<file path="src/rtl/core/chip8_instruction_core_macros.svh">
// ----------------------------------------------------------------------------
// CHIP-8 instruction core assertion macros
// Concurrent assertion helpers shared by the core's modules.
// ----------------------------------------------------------------------------
`ifndef CHIP8_INSTRUCTION_CORE_MACROS_SVH
`define CHIP8_INSTRUCTION_CORE_MACROS_SVH
`ifndef SYNTHESIS
// The consequent holds in the same cycle as the antecedent.
`define CHIP8_ASSERT_NOW(label, clk, rst, ante, cons) \
   label: assert property (@(posedge clk) disable iff (rst) (ante) |-> (cons)) \
      else $error("chip8 assertion failed");
// The consequent holds in the cycle after the antecedent.
`define CHIP8_ASSERT_NEXT(label, clk, rst, ante, cons) \
   label: assert property (@(posedge clk) disable iff (rst) (ante) |=> (cons)) \
      else $error("chip8 assertion failed");
`else
`define CHIP8_ASSERT_NOW(label, clk, rst, ante, cons)
`define CHIP8_ASSERT_NEXT(label, clk, rst, ante, cons)
`endif
`endif

</file>
<file path="src/rtl/core/chip8_pkg.sv">
// ----------------------------------------------------------------------------
// CHIP-8 core package
// Constants, opcode codes, font table, controller types and helpers.
// ----------------------------------------------------------------------------
package chip8_pkg;

   // Fixed geometry of the machine.
   localparam int MEM_BYTES         = 4096;
   localparam int ADDR_W            = 12;
   localparam int SCREEN_W          = 64;
   localparam int SCREEN_H          = 32;
   localparam int COL_W             = 6;
   localparam int ROW_W             = 5;
   localparam int FONT_BYTES        = 80;
   localparam int STACK_DEPTH_DEF   = 16;
   localparam int NUM_REGS          = 16;
   localparam logic [ADDR_W-1:0] START_ADDR = 12'h200;

   // Request function codes.
   localparam logic [1:0] FUNC_LOAD  = 2'd0;
   localparam logic [1:0] FUNC_EXEC  = 2'd1;
   localparam logic [1:0] FUNC_PIXEL = 2'd2;

   // Opcode groups (top nibble).
   localparam logic [3:0] OPG_SYS      = 4'h0;
   localparam logic [3:0] OPG_JUMP     = 4'h1;
   localparam logic [3:0] OPG_CALL     = 4'h2;
   localparam logic [3:0] OPG_SKIP_EQ  = 4'h3;
   localparam logic [3:0] OPG_SKIP_NE  = 4'h4;
   localparam logic [3:0] OPG_SKIP_REG = 4'h5;
   localparam logic [3:0] OPG_LOAD     = 4'h6;
   localparam logic [3:0] OPG_ADD      = 4'h7;
   localparam logic [3:0] OPG_ALU      = 4'h8;
   localparam logic [3:0] OPG_INDEX    = 4'hA;
   localparam logic [3:0] OPG_DRAW     = 4'hD;
   localparam logic [3:0] OPG_MISC     = 4'hF;

   // ALU sub-codes (low nibble of 8XYN).
   localparam logic [3:0] ALU_MOV  = 4'h0;
   localparam logic [3:0] ALU_OR   = 4'h1;
   localparam logic [3:0] ALU_AND  = 4'h2;
   localparam logic [3:0] ALU_XOR  = 4'h3;
   localparam logic [3:0] ALU_ADD  = 4'h4;
   localparam logic [3:0] ALU_SUB  = 4'h5;
   localparam logic [3:0] ALU_SHR  = 4'h6;
   localparam logic [3:0] ALU_SUBN = 4'h7;
   localparam logic [3:0] ALU_SHL  = 4'hE;

   localparam logic [15:0] CLS_WORD = 16'h00E0;
   localparam logic [15:0] RET_WORD = 16'h00EE;
   localparam logic [7:0]  BCD_NN   = 8'h33;
   localparam logic [3:0]  FLAG_REG = 4'hF;

   localparam logic [7:0] FONT_ROM [FONT_BYTES] = '{
      8'hF0, 8'h90, 8'h90, 8'h90, 8'hF0, 8'h20, 8'h60, 8'h20, 8'h20, 8'h70,
      8'hF0, 8'h10, 8'hF0, 8'h80, 8'hF0, 8'hF0, 8'h10, 8'hF0, 8'h10, 8'hF0,
      8'h90, 8'h90, 8'hF0, 8'h10, 8'h10, 8'hF0, 8'h80, 8'hF0, 8'h10, 8'hF0,
      8'hF0, 8'h80, 8'hF0, 8'h90, 8'hF0, 8'hF0, 8'h10, 8'h20, 8'h40, 8'h40,
      8'hF0, 8'h90, 8'hF0, 8'h90, 8'hF0, 8'hF0, 8'h90, 8'hF0, 8'h10, 8'hF0,
      8'hF0, 8'h90, 8'hF0, 8'h90, 8'h90, 8'hE0, 8'h90, 8'hE0, 8'h90, 8'hE0,
      8'hF0, 8'h80, 8'h80, 8'h80, 8'hF0, 8'hE0, 8'h90, 8'h90, 8'h90, 8'hE0,
      8'hF0, 8'h80, 8'hF0, 8'h80, 8'hF0, 8'hF0, 8'h80, 8'hF0, 8'h80, 8'h80
   };

   // Controller states.
   typedef enum logic [3:0] {
      ST_SWEEP, ST_IDLE, ST_LOAD, ST_FETCH_HI, ST_FETCH_LO, ST_FETCH_CAP,
      ST_REG_RD, ST_EXEC, ST_WB_X, ST_DRAW_RD, ST_DRAW_UPD, ST_BCD, ST_FINISH
   } ctrl_state_type;

   // Datapath micro-operations.
   typedef enum logic [3:0] {
      OP_NONE, OP_SWEEP, OP_LOAD, OP_FETCH_HI, OP_FETCH_LO, OP_FETCH_CAP,
      OP_EXEC, OP_WB_X, OP_DRAW_RD, OP_DRAW_UPD, OP_DRAW_FIN, OP_BCD, OP_RSP_LOAD
   } dp_op_type;

   typedef struct packed {
      dp_op_type op;
      logic      req_take;
   } dp_cmd_type;

   typedef struct packed {
      logic sweep_last;
      logic is_draw;
      logic is_bcd;
      logic wr_x;
      logic draw_end;
      logic bcd_last;
   } dp_status_type;

   // Reset image of program memory: font at the bottom, zero above.
   function automatic logic [7:0] font_byte(input logic [ADDR_W-1:0] a);
      logic [7:0] b;
      b = 8'h00;
      if (a < ADDR_W'(FONT_BYTES)) begin
         b = FONT_ROM[a[6:0]];
      end
      return b;
   endfunction

   // Decimal digits of a byte as {hundreds, tens, ones}.
   function automatic logic [11:0] bcd_digits(input logic [7:0] v);
      logic [1:0]  hund;
      logic [6:0]  rem;
      logic [14:0] prod;
      logic [3:0]  tens;
      logic [6:0]  ones;
      hund = (v >= 8'd200) ? 2'd2 : ((v >= 8'd100) ? 2'd1 : 2'd0);
      rem  = 7'(v - 8'(hund) * 8'd100);
      // Tens by reciprocal: floor(r * 205 / 2048) is exact below 100.
      prod = 15'(rem) * 15'd205;
      tens = prod[14:11];
      ones = rem - 7'(tens) * 7'd10;
      return {2'b00, hund, tens, ones[3:0]};
   endfunction

endpackage

</file>
<file path="src/rtl/core/chip8_ctrl.sv">
// ----------------------------------------------------------------------------
// CHIP-8 controller
// Sequences the datapath through sweep, load, fetch, execute, draw, BCD and response steps.
// ----------------------------------------------------------------------------
`include "chip8_instruction_core_macros.svh"

module chip8_ctrl (
   input  logic                     clock,
   input  logic                     reset,
   input  logic                     req_valid,
   output logic                     req_ready,
   input  logic [1:0]               req_func,
   output logic                     rsp_valid,
   input  logic                     rsp_ready,
   input  chip8_pkg::dp_status_type status,
   output chip8_pkg::dp_cmd_type    cmd
);
   import chip8_pkg::*;

   ctrl_state_type state_ff;
   ctrl_state_type state_in;
   logic           rsp_valid_ff;
   logic           rsp_valid_in;

   // State register.
   always_ff @(posedge clock) begin
      if (reset) begin
         state_ff     <= ST_SWEEP;
         rsp_valid_ff <= 1'b0;
      end else begin
         state_ff     <= state_in;
         rsp_valid_ff <= rsp_valid_in;
      end
   end

   // Next state and datapath commands.
   always_comb begin
      state_in     = state_ff;
      cmd.op       = OP_NONE;
      cmd.req_take = 1'b0;
      req_ready    = 1'b0;
      case (state_ff)
         ST_SWEEP: begin
            cmd.op = OP_SWEEP;
            if (status.sweep_last) state_in = ST_IDLE;
         end
         ST_IDLE: begin
            req_ready = 1'b1;
            if (req_valid) begin
               cmd.req_take = 1'b1;
               case (req_func)
                  FUNC_LOAD: state_in = ST_LOAD;
                  FUNC_EXEC: state_in = ST_FETCH_HI;
                  default:   state_in = ST_FINISH;
               endcase
            end
         end
         ST_LOAD: begin
            cmd.op   = OP_LOAD;
            state_in = ST_FINISH;
         end
         ST_FETCH_HI: begin
            cmd.op   = OP_FETCH_HI;
            state_in = ST_FETCH_LO;
         end
         ST_FETCH_LO: begin
            cmd.op   = OP_FETCH_LO;
            state_in = ST_FETCH_CAP;
         end
         ST_FETCH_CAP: begin
            cmd.op   = OP_FETCH_CAP;
            state_in = ST_REG_RD;
         end
         ST_REG_RD: state_in = ST_EXEC;
         ST_EXEC: begin
            cmd.op = OP_EXEC;
            if (status.is_draw)     state_in = ST_DRAW_RD;
            else if (status.is_bcd) state_in = ST_BCD;
            else if (status.wr_x)   state_in = ST_WB_X;
            else                    state_in = ST_FINISH;
         end
         ST_WB_X: begin
            cmd.op   = OP_WB_X;
            state_in = ST_FINISH;
         end
         ST_DRAW_RD: begin
            if (status.draw_end) begin
               cmd.op   = OP_DRAW_FIN;
               state_in = ST_FINISH;
            end else begin
               cmd.op   = OP_DRAW_RD;
               state_in = ST_DRAW_UPD;
            end
         end
         ST_DRAW_UPD: begin
            cmd.op   = OP_DRAW_UPD;
            state_in = ST_DRAW_RD;
         end
         ST_BCD: begin
            cmd.op = OP_BCD;
            if (status.bcd_last) state_in = ST_FINISH;
         end
         ST_FINISH: begin
            if (!rsp_valid_ff || rsp_ready) begin
               cmd.op   = OP_RSP_LOAD;
               state_in = ST_IDLE;
            end
         end
         default: state_in = ST_IDLE;
      endcase
   end

   // Response valid: set on load, dropped when taken.
   always_comb begin
      if (cmd.op == OP_RSP_LOAD) rsp_valid_in = 1'b1;
      else if (rsp_ready)        rsp_valid_in = 1'b0;
      else                       rsp_valid_in = rsp_valid_ff;
   end
   assign rsp_valid = rsp_valid_ff;

   `CHIP8_ASSERT_NOW(a_rsp_slot_free, clock, reset, cmd.op == OP_RSP_LOAD, !rsp_valid_ff || rsp_ready)
   `CHIP8_ASSERT_NEXT(a_rsp_after_load, clock, reset, cmd.op == OP_RSP_LOAD, rsp_valid_ff)
   `CHIP8_ASSERT_NEXT(a_busy_after_take, clock, reset, cmd.req_take, state_ff != ST_IDLE)

endmodule

</file>
<file path="config.mk">
export PLATFORM = sky130hd
export DESIGN_NAME = chip8_ctrl
export DESIGN_NICKNAME = d
export VERILOG_FILES = /design/src/rtl/core/chip8_pkg.sv /design/src/rtl/core/chip8_ctrl.sv
export VERILOG_INCLUDE_DIRS = /design/src /design/src/rtl/core
export SDC_FILE = /design/constraint.sdc
export NUM_CORES = 1
export LEC_CHECK = 0
export ABC_AREA = 1
export BUFFER_PORTS_ARGS = -buffer_cell sky130_fd_sc_hd__buf_2
export CAP_MARGIN = 30
export CORE_AREA = 4 4 41 43
export CTS_BUF_LIST = sky130_fd_sc_hd__clkbuf_4
export DETAILED_ROUTE_END_ITERATION = 10
export DIE_AREA = 0 0 45 47
export MAX_ROUTING_LAYER = met4
export PLACE_DENSITY = 0.66
export SLEW_MARGIN = 10
export SYNTH_ARGS = -nofsm -noshare
export SYNTH_HDL_FRONTEND = slang
export SYNTH_SLANG_ARGS = --single-unit
</file>
<file path="constraint.sdc">
create_clock -name clock -period 3.1 [get_ports clock]
set_clock_uncertainty 0.1 [all_clocks]
set_input_delay 0.155 -clock clock [delete_from_list [all_inputs] [get_ports clock]]
set_output_delay 0.155 -clock clock [all_outputs]
set_load 0.02 [all_outputs]
</file>
Yosys cells after proc, flatten, opt, wreduce, memory -nomap -nowiden:

Index checks and enable logic that the tools add are counted.
Widths: inputs -> output; s select.

* reductions and logical operators: 7
* multiplexer cells: 18
* eq/ne operators: 18

Operators by type and width (count)
* $pmux 4 s12: 1
* $pmux 4 s11: 1
* $eq 4x4->1 const B: 6
* $mux 4: 5
* $eq 4x3->1 const B: 4
* $mux 3: 4
* $eq 4x2->1 const B: 2
* $ne 2x2->1 const B: 4
* $pmux 4 s2: 1
* $mux 1: 5
* $eq 4x1->1 const B: 1
* $logic_not 4->1: 1
* $reduce_and 4->1: 1
* $eq 2x1->1 const B: 1
* $logic_not 2->1: 1
* $mux 2: 1
* $reduce_bool 2->1: 1
* $reduce_or 2->1: 1
* $logic_not 1->1: 1
* $logic_or 1x1->1: 1

* logic and storage cells: 45
* flip-flop bits (word level): 5

Logic depth before layout (Yosys ltp):

* word-level depth: 6
* depth in mapped cells: 9

Worst setup path after synthesis:

No wires, ideal clock.

* path kind: register -> register
* start point: register state_ff[3]
* end point: register state_ff[3]
* clock period less this slack: 1.341 ns
* cell stages (with the launch flop): 10
* setup time: 0.119 ns
* setup slack: 1.759 ns
* arrival: 1.122 ns
* path buffers: 1
* cells stage by stage: dfxtp_1 buf_4 inv_2 nand2_1 nor2_2 nand2_2 nand2_1 nor2_2 o21ai_1 a21oi_1

* longest elaborated chain between the ends: 3
* elaborated cells between the ends (all ways): 20
* those cells by class: eq/ne (16); mux (1); reduce/logical (3)

Ends and longest elaborated chain
* start: declaration: RTL line chip8_ctrl.sv:20 `ctrl_state_type state_ff;`
* start signal: assignment: RTL line chip8_ctrl.sv:31 `state_ff <= state_in;`
* $eq 4x4->1 (tied with other cells): RTL line chip8_ctrl.sv:42 `case (state_ff)`
* $reduce_or 2->1 (no line) or $ne 2x2->1 (tied branches)
* $pmux 4 s12 or $reduce_and 4->1 (tied branches)

Several ways; a longest one is shown, not always the timed one.
A chain may end at the register's enable or synchronous reset.

==> results.md <==
- The number of port buffers is 18.
- Ranked by total cell area, the synthesized netlist is headed by sky130_fd_sc_hd__dfxtp_1 (20%), sky130_fd_sc_hd__nand2_1 (16%), sky130_fd_sc_hd__nor2_1 (13%), sky130_fd_sc_hd__a21oi_1 (6.8%), sky130_fd_sc_hd__inv_1 (5.1%).
- The worst hold path begins at reset.
- The run finished with clean final reports.
- The net count of the finished layout is 126.
- The repair_antennas step left the layout with diodes totalling 0.
- The cell at the slowest stage of the critical path is sky130_fd_sc_hd__dfxtp_1.
- The worst hold path endpoint is state_ff[2].
- Synthesis produced a netlist with a net count of 104.
- The via count is 613.
- The worst supply voltage drop on vdd is 439 uV.
- The number of antenna violations at the first check in global routing is 0.
- The number of synthesis warnings is 0.
- Once layout is complete, the cells apart from fillers number 128.
- After detailed routing, the number of vias per cell comes to 4.79.
- Counting distinct cell types in the post-synthesis netlist gives 21.
- In this run the remaining antenna-violating nets after routing total 0.
- The via count of the first global-routing pass is 530.
- No sink is reached through more buffers than the 2 on the longest clock path.
- Measured along the y axis, the die boundary spans 47 um.
- The area enclosed by the die boundary is 2120 um^2.
- Routability-driven placement finished with a final weighted congestion of 0.838.
- The netlist area before placement is 512 um^2.
- The cell area after layout is 643 um^2.
- For the worst setup path, the data required time is 2.84 ns.
- Buffers inserted during clock tree synthesis total 3.
- The critical path arrival is 1.42 ns.
- The worst register-to-register path has a depth of 6.
- For this run, design rule violations remaining after detail routing come to 0.
- The floorplan step set the die width to 45 um.
- The worst setup path is captured at an output port.
- The number of slew-limit violations in the final report was 0.
- Derived from the worst setup path, the maximum achievable clock frequency is 597 MHz.
- The worst pin sits at a relative slew slack of 78.0%.
- The final period utilization is 54.0%.
- Global routing finished with a remaining overflow of 0.
- The critical setup path kind is flop to output port.
- For this run, the slowest stage of the critical path takes 0.51 ns.
- The power density of the placed cells is 915 nW/um^2.
- Synthesis inferred 5 register bits.
- The first global-routing pass estimated 2130 um of wire.
- The post-synthesis cell count is 92.
- The clock latency of the later-clocked register in the worst-skew pair is 0.23 ns.
- In this run the count of I/O pins placed on the die edge is 19.
- Of all nets on the critical path, the largest fanout is 8.
- The synthesized area per cell is 5.56 um^2.
- The critical path goes through inv_2, nor2_1, nand2_1, o221ai_1, buf_2.
- The placed wire-length estimate after detailed placement is 1080 um.
- The share of post-route cells with drive strength above 1 is 31.9%.
- The slew of the pin with the lowest slew margin is 0.329 ns.
- The number of hold violations in the final report is 0.
- Entering global routing, the biggest net connects 9 pins.
- The number of buffers inserted by hold repair at cts is 0.
- The instance area at placement is 613 um^2.
- The overall fraction of global-route tracks in use is 14.0%.
- The number of sinks handled by clock tree synthesis is 5.
- Setup repair after global routing left no endpoint under its margin.
- The number of instances on the worst hold path is 2.
- The startpoint identified for the worst register-to-register timing path is state_ff[1].
- The start point of the critical path is state_ff[3].
- In the final routed layout, each cell accounts on average for 9.74 um.
- The clock root buffer master is sky130_fd_sc_hd__clkbuf_4.
- In this run the number of H-tree levels came out at 1.
- Across the run, the number of max-cap violations was 0.
- The min-delay analysis places its worst path in the category primary input to flop.
- TritonCTS built the clock tree.
- The initial utilization of the core area, before any placement, comes to 39.3%.
- The top cell type by area accounts for 19.6% of the synthesized area.
- The cell total after placement is 124.
- Before antenna repair, the detailed router went through 5 iterations.
- In this run, the number of DRC markers left after iteration 0 of detailed routing was 20.
- The core region is 1300 um^2.
- The startpoint class of the critical path is a flop.
- The area growth from synthesis to layout is 25.7%.
- The reg-to-reg critical path endpoint is state_ff[3].
- The number of post-CTS setup repair buffers is 0.
- After floorplanning, the core was divided into 13 placement rows.
- The sequential-to-total area share from yosys stat is 19.6%.
- Setup slack on the worst reg-to-reg path comes out at 1.69 ns.
- The static leakage is 0.334 nW.
- The routed design could run at a clock period as short as 1.67 ns.
- The synthesized design spends more area on one cell type than any other, namely sky130_fd_sc_hd__dfxtp_1.
- The clock-pin transition on the worst setup and hold timing paths is 0.04 ns.
- After clock tree synthesis, the repair step resized 0 gates.
- The total setup violations reported at the end of the flow is 0.
- The setup TNS is 0 ns.
- The routed design has 1250 um of wire.
==> cells in the final DEF (no fill, tap or decap) <==
cell type / instances
sky130_fd_sc_hd__a21oi_1: 7
sky130_fd_sc_hd__inv_2: 5
sky130_fd_sc_hd__nor2_2: 4
sky130_fd_sc_hd__nand4_1: 3
sky130_fd_sc_hd__nor2_4: 1
sky130_fd_sc_hd__o21ai_0: 2
sky130_fd_sc_hd__nand2_1: 22
sky130_fd_sc_hd__dfxtp_1: 5
sky130_fd_sc_hd__nor3_1: 1
sky130_fd_sc_hd__nand3_1: 3
sky130_fd_sc_hd__a22oi_1: 1
sky130_fd_sc_hd__clkbuf_4: 4
sky130_fd_sc_hd__buf_2: 18
sky130_fd_sc_hd__o21ai_1: 2
sky130_fd_sc_hd__or2_1: 1
sky130_fd_sc_hd__nand2_2: 4
sky130_fd_sc_hd__xnor2_1: 1
sky130_fd_sc_hd__inv_1: 7
sky130_fd_sc_hd__o221ai_1: 1
sky130_fd_sc_hd__nand3b_1: 2
sky130_fd_sc_hd__nor2_1: 18
sky130_fd_sc_hd__o211ai_1: 1
==> sequential cells by signal, summed over array words and instances, names as in the netlist <==
signal	cells
state_ff	4
rsp_valid	1
==> critical path: cells and delay by family, from the launching register on <==
kind / cells / cell delay [ns]
AO/OA/AOI/OAI: 1 / 0.14
buffers and inverters: 2 / 0.26
flip-flops: 1 / 0.51
AND/OR/NAND/NOR: 2 / 0.27
==> report_power, final <==
group	total, mW	switching, mW	internal, mW
clock	0.0793	0.0222	0.0571
combinational	0.389	0.253	0.135
sequential	0.120	0.0363	0.0839
==> Yosys cell counts <==
library cell               count
sky130_fd_sc_hd__nand3_1       3
sky130_fd_sc_hd__buf_4         1
sky130_fd_sc_hd__nor2_1       18
sky130_fd_sc_hd__a21oi_1       7
sky130_fd_sc_hd__o21ai_1       2
sky130_fd_sc_hd__nor2_4        1
sky130_fd_sc_hd__inv_2         5
sky130_fd_sc_hd__nor2_2        4
sky130_fd_sc_hd__nand2_1      22
sky130_fd_sc_hd__dfxtp_1       5
sky130_fd_sc_hd__nand3b_1      2
sky130_fd_sc_hd__o221ai_1      1
sky130_fd_sc_hd__o21ai_0       2
sky130_fd_sc_hd__inv_1         7
sky130_fd_sc_hd__xnor2_1       1
sky130_fd_sc_hd__o211ai_1      1
sky130_fd_sc_hd__or2_1         1
sky130_fd_sc_hd__nor3_1        1
sky130_fd_sc_hd__a22oi_1       1
sky130_fd_sc_hd__nand4_1       3
sky130_fd_sc_hd__nand2_2       4
==> final cells by class <==
| type | instances | area, um^2 |
|---|---|---|
| fill | 158 | 658 |
| multi-input combinational | 74 | 359 |
| clock buffer | 4 | 30.0 |
| tap | 15 | 18.8 |
| timing repair buffer | 18 | 90.1 |
| sequential | 5 | 100 |
| inverter | 12 | 45.0 |
==> metrics by stage <==
| stage | power, mW | worst slack, ns | hold slack, ns | util [%] |
|---|---|---|---|---|
| global placement | 0.513 | 1.70 | 0.285 | 47.1 |
| finish | 0.588 | 1.43 | 0.0364 | 49.4 |
| floorplan | 0.418 | 1.76 | 0.124 | - |
| detailed placement | 0.510 | 1.69 | 0.278 | 47.1 |
| CTS | 0.593 | 1.43 | 0.0320 | 49.4 |
| global route | 0.661 | 1.21 | 0.0387 | 49.4 |
==> how the worst max path moves through the flow <==
stage	slack [ns]	endpoint
after floorplan	1.76	state_ff[3]
after global placement	1.70	state_ff[3]
after detailed placement	1.69	cmd[2]
after CTS	1.43	cmd[2]
after global routing	1.21	cmd[2]
final	1.43	cmd[2]
==> layer usage <==
layer	up-vias	global-route usage [%]	share of wire (%)
met5	-	-	0
met4	0	3.51	0
met3	0	4.21	6.5
met2	18	21.8	45
met1	256	17.5	48
li1	339	-	-
==> logic make-up (layout without fill, tap and decap cells) <==
kind of cell,after synthesis,in the layout,synth area share (%)
buffers and inverters,13,34,10.3
AND/OR/NAND/NOR,59,59,53.1
flip-flops,5,5,19.6
AO/OA/AOI/OAI,14,14,15.4
XOR/XNOR,1,1,1.71
No activity file was read; power rests on OpenSTA's default activity.
